--- src/rtl/nofw_pkg.sv ---
`default_nettype none
package nofw_pkg;

   localparam int SIZE_W      = 32;
   localparam int INDEX_W     = 12;
   localparam int SPC_W       = 33;   // spacing, sum of two sizes
   localparam int SUM_W       = 35;   // sums of up to three spacings
   localparam int MUL1_W      = 2 * SUM_W;
   localparam int PROD_W      = 106;  // widest numerator or denominator
   localparam int DIV_W       = 140;  // dividend after fraction shift
   localparam int QUOT_BITS   = 32;
   localparam int QUEUE_DEPTH = 4;
   localparam int CSR_INDEX_W = 8;
   localparam int CSR_DATA_W  = 16;

   localparam logic [31:0] WEIGHT_MAX = 32'h7FFF_FFFF;
   localparam logic [31:0] WEIGHT_MIN = 32'h8000_0000;

   typedef enum logic [CSR_INDEX_W-1:0] {
      CSR_LAYER_OFFSET     = 8'd0,
      CSR_HIGH_ORDER_FIRST = 8'd1,
      CSR_HIGH_ORDER_LAST  = 8'd2,
      CSR_FACE_MODE        = 8'd3
   } csr_index_type;

   typedef struct packed {
      logic [INDEX_W-1:0] layer_index;
      logic [SIZE_W-1:0]  size_back2;
      logic [SIZE_W-1:0]  size_back1;
      logic [SIZE_W-1:0]  size_here;
      logic [SIZE_W-1:0]  size_ahead;
   } req_type;

   typedef struct packed {
      logic signed [31:0] weight_far_prev;
      logic signed [31:0] weight_near_prev;
      logic signed [31:0] weight_near_next;
      logic signed [31:0] weight_far_next;
      logic               divide_fault;
   } rsp_type;

   typedef struct packed {
      logic [15:0] layer_offset;
      logic [15:0] high_order_first;
      logic [15:0] high_order_last;
      logic        face_mode;
   } cfg_type;

   typedef struct packed {
      logic             fourth;
      logic [SPC_W-1:0] am;
      logic [SPC_W-1:0] dx;
      logic [SPC_W-1:0] av;
   } work_type;

endpackage
`default_nettype wire

--- src/rtl/nofw_queue.sv ---
`default_nettype none
module nofw_queue
   import nofw_pkg::*;
(
   input  wire logic     clock,
   input  wire logic     reset,
   input  wire logic     push,
   input  wire work_type push_data,
   output logic          full,
   input  wire logic     pop,
   output logic          empty,
   output work_type      head
);

   localparam int PTR_W = $clog2(QUEUE_DEPTH);
   localparam int CNT_W = $clog2(QUEUE_DEPTH + 1);

   work_type           mem_ff [QUEUE_DEPTH];
   logic [PTR_W-1:0]   wr_ptr_ff, wr_ptr_in;
   logic [PTR_W-1:0]   rd_ptr_ff, rd_ptr_in;
   logic [CNT_W-1:0]   count_ff, count_in;

   assign full  = (count_ff == CNT_W'(QUEUE_DEPTH));
   assign empty = (count_ff == '0);
   assign head  = mem_ff[rd_ptr_ff];

   always_comb begin
      wr_ptr_in = push ? wr_ptr_ff + 1'b1 : wr_ptr_ff;
      rd_ptr_in = pop ? rd_ptr_ff + 1'b1 : rd_ptr_ff;
      count_in  = count_ff;
      if (push && !pop) begin
         count_in = count_ff + 1'b1;
      end else if (pop && !push) begin
         count_in = count_ff - 1'b1;
      end
   end

   always_ff @(posedge clock) begin
      if (reset) begin
         wr_ptr_ff <= '0;
         rd_ptr_ff <= '0;
         count_ff  <= '0;
      end else begin
         wr_ptr_ff <= wr_ptr_in;
         rd_ptr_ff <= rd_ptr_in;
         count_ff  <= count_in;
      end
   end

   always_ff @(posedge clock) begin
      if (push) begin
         mem_ff[wr_ptr_ff] <= push_data;
      end
   end

`ifndef NO_ASSERTIONS
   a_no_overfill: assert property (@(posedge clock) disable iff (reset)
      push |-> !full) else $error("queue written while full");
   a_no_underrun: assert property (@(posedge clock) disable iff (reset)
      pop |-> !empty) else $error("queue read while empty");
   a_count_up: assert property (@(posedge clock) disable iff (reset)
      push && !pop |=> count_ff == $past(count_ff) + 1'b1)
      else $error("queue count lost a write");
`endif

endmodule
`default_nettype wire

--- src/rtl/nofw_front.sv ---
`default_nettype none
module nofw_front
   import nofw_pkg::*;
#(
   parameter int MAX_LAYERS = 4096
) (
   input  wire logic    clock,
   input  wire logic    reset,
   input  wire cfg_type cfg,
   input  wire logic    push,
   input  wire req_type req_data,
   output logic         full,
   input  wire logic    take,
   output logic         work_empty,
   output work_type     work
);

   logic [16:0] glob;
   logic        in_table;
   logic        accept;
   work_type    item;
   logic        q_full;

   // range test on the global layer, no wrap
   always_comb begin
      glob     = 17'(req_data.layer_index) + 17'(cfg.layer_offset);
      in_table = 32'(req_data.layer_index) < 32'(MAX_LAYERS);
      item.fourth = in_table && (glob >= 17'(cfg.high_order_first))
                    && (glob <= 17'(cfg.high_order_last));
      if (cfg.face_mode) begin
         item.am = SPC_W'(req_data.size_back2);
         item.dx = SPC_W'(req_data.size_back1);
         item.av = SPC_W'(req_data.size_here);
      end else begin
         // sums are twice the means, weights are scale free
         item.am = SPC_W'(req_data.size_back2) + SPC_W'(req_data.size_back1);
         item.dx = SPC_W'(req_data.size_back1) + SPC_W'(req_data.size_here);
         item.av = SPC_W'(req_data.size_here) + SPC_W'(req_data.size_ahead);
      end
   end

   assign accept = push && !q_full;
   assign full   = q_full;

   nofw_queue u_queue (
      .clock     (clock),
      .reset     (reset),
      .push      (accept),
      .push_data (item),
      .full      (q_full),
      .pop       (take),
      .empty     (work_empty),
      .head      (work)
   );

endmodule
`default_nettype wire

--- config.mk ---
export PLATFORM = sky130hd
export DESIGN_NAME = nofw_front
export DESIGN_NICKNAME = d
export VERILOG_FILES = /design/src/rtl/nofw_pkg.sv /design/src/rtl/nofw_queue.sv /design/src/rtl/nofw_front.sv
export SDC_FILE = /design/constraint.sdc
export NUM_CORES = 1
export LEC_CHECK = 0
export BUFFER_PORTS_ARGS = -buffer_cell sky130_fd_sc_hd__buf_2
export CAP_MARGIN = 10
export CORE_ASPECT_RATIO = 1.1
export CORE_MARGIN = 2
export CORE_UTILIZATION = 40
export CTS_CLUSTER_SIZE = 20
export DETAILED_ROUTE_END_ITERATION = 10
export GPL_ROUTABILITY_DRIVEN = 0
export PLACE_DENSITY = 0.61
export SYNTH_ARGS = -nofsm -noshare
export SYNTH_HDL_FRONTEND = slang
export SYNTH_SLANG_ARGS = --single-unit
--- constraint.sdc ---
create_clock -name clock -period 10.2 [get_ports clock]
set_input_delay 0.51 -clock clock [delete_from_list [all_inputs] [get_ports clock]]
set_output_delay 0.51 -clock clock [all_outputs]
set_load 0.03 [all_outputs]
==> out/qor.txt <==
Nets: 2228
Max Buffers Root-to-Sink: 3
Initial cell density of the core: 40.5%
Number of synthesized flops with an enable pin: 400
Worst slew pin tran: 1.02 ns
Area grow syn2layout: 17.6%
Die Width: 226 um
CP Launch Type: register
Largest cells by area after synthesis: edfxtp_1 55%, mux4_2 10%, ha_1 8.3%
Routed wire length: 57800 um
Fmax: 233 MHz
Mapped Nets: 1933
Root buf cell: clkbuf_16
Slew HR: 31.7%
Async SR Flop Fraction: 0%
Clk sinks: 409
DR pass1 iterations: 5
CP required: 9.69 ns
Global-route wire length before repair: 86000 um
RSZ-0062 raised after global routing: no
Total track usage: 20.4%
GRT overflow: 0
Setup Fix Bufs, Post-CTS: 0
Layout cells sized above 1: 26.1%
Fin crit period: 4.29 ns
#FFs+latches synth: 409
Sequential area share after synthesis: 56.0%
Post-DP HPWL: 41000 um
Worst-path maximum fanout: 39
Port Buffers: 294
Die H: 249 um
Worst setup EP type: output pin
Synthesized area: 21800 um2
Fin. Hold Viols: 0
Yosys cell types: 71
Part of the cycle the worst path needs: 42.1%
Leading area contributor after synthesis: edfxtp_1
Worst Setup Path Type: reg -> out
Row cnt: 89
Pin count of the biggest net entering global routing: 136
Yosys warns: 0
Clock Pin Slew Worst Setup and Hold Paths: 0.06 ns
Vias: 14.4k
Syn avg cell area: 13.7 um2
Slew Limit Fails: 0
Total of max-cap violations: 0
Vias in the first global route: 14.2k
CTS tree: yes
Max IR drop VDD: 0.133 mV
Number of H-tree levels: 2
TritonCTS Buffers: 45
Core Box Area: 53700 um2
Final Skew: 0.0203 ns
IO Pins: 295
Post-CTS sizing: 0
CP arrival: 3.78 ns
Per-cell routed wire length: 21.7 um
Post-CTS Hold Fix Bufs: 0
Status: completed
Post-synth top area share: 55.2%
# setup viols final: 0
Vias per cell: 5.44
Placement Setup Slack: 5.58 ns
Lkg Pwr: 9.95 nW
Post-synth top flop: edfxtp_1
Full die area: 56300 um2
P per Cell Area: 199 nW/um2
Final TNS setup: 0 ns
Min-Delay Path Class: in -> reg
Initial DRC count: 969
DRC: 0
Routed Antenna Nets: 0
Clock latency on the worst-skew pair: 0.59 ns
Post-synthesis cell count: 1590
Initial antenna violation count: 21
Final setup margin: 5.91 ns
==> layout by cell type (no fill, tap or decap), types with 17 or more instances in the layout <==
master,count
edfxtp_1,400
ha_1,145
clkbuf_16,45
xnor2_1,47
nand2b_1,20
a21o_1,78
o21ai_0,119
a21oi_1,91
mux4_2,100
buf_2,293
nor2_1,57
nand2_1,132
nor2b_1,17
inv_1,67
xor2_1,48
==> cells in the mapped netlist (all sizes together) (11+ instances only) <==
master	number
nor3	13
nor2	57
a21oi	93
nand2b	20
o21ai	126
and3	13
o21a	11
o31ai	14
clkbuf	42
nand3	13
a21o	78
edfxtp	400
xnor2	47
buf	12
xor2	48
a31oi	15
ha	145
mux4	100
nor2b	18
nand2	132
inv	67
nand4	13
==> report_power, final <==
group	total (mW)	leakage (nW)	switching [mW]	internal, mW
Sequential	2.15	3.76	0.0555	2.10
Combinational	1.24	5.44	0.793	0.443
Clock	1.71	0.745	0.675	1.04
Total	5.10	9.95	1.52	3.58
==> sequential cells by signal, indices dropped and copies added, names as in the netlist, named ones only <==
signal,flops
u_queue.mem_ff,400
u_queue.count_ff,3
u_queue.rd_ptr_ff,2
u_queue.wr_ptr_ff,2
==> area by class of cell <==
type / instances / area (um2)
multi-input combinational: 1060 / 9100
clock buffer: 48 / 1140
fill: 4832 / 28100
tap: 728 / 911
timing repair buffer: 302 / 1540
antenna: 7 / 17.5
inverter: 67 / 251
sequential: 409 / 12200
clock inverter: 35 / 430
==> cells by family (layout without fill, tap and decap cells) <==
kind of cell	after synthesis	in the layout	synth area share, %
other	0	7	0
AND/OR/NAND/NOR	305	305	6.59
flip-flops	409	409	56.0
XOR/XNOR	95	95	3.82
adder cells (fa/ha/maj)	150	150	8.80
AO/OA/AOI/OAI	402	402	11.8
buffers and inverters	121	452	2.18
multiplexers	108	108	10.7
==> worst paths after layout <==
path,startpoint,slack (ns),cells past startpoint,end
min,reset,0.21,2,u_queue.count_ff[2]
max reg2reg,u_queue.count_ff[0],7.16,4,u_queue.mem_ff[3][74]
min reg2reg,u_queue.count_ff[2],0.50,2,u_queue.count_ff[2]
max,register,5.91,4,work[83]
==> critical path: stages (launching register included) <==
cell and delay [ns]:
dfxtp_4 0.85, buf_4 0.75, buf_4 0.63, mux4_2 0.63
buf_2 0.21
==> layer usage <==
metal  up-vias  global-route usage (%)  routed length, um
met5         -                       0                161
met4        30                    6.45               1570
met1      7080                    27.8              25200
li1       6780                       -                  -
met3       115                    4.76               3800
met2       432                    32.4              27000
==> per-stage QoR <==
| step | hold WS [ns] | util (%) | std cells | power, mW | instance area [um2] |
|---|---|---|---|---|---|
| 2_1_floorplan | 0.467 | - | 1590 | 3.04 | 21800 |
| 3_3_place_gp | 0.483 | 44.7 | 2566 | 3.41 | 24000 |
| 4_1_cts | 0.174 | 47.6 | 2649 | 5.17 | 25600 |
| 6_report | 0.213 | 47.7 | 2656 | 5.10 | 25600 |
| 5_1_grt | 0.194 | 47.7 | 2654 | 5.34 | 25600 |
| 3_5_place_dp | 0.494 | 44.7 | 2566 | 3.44 | 24000 |
Note: power is estimated with default switching activity, not from simulation.
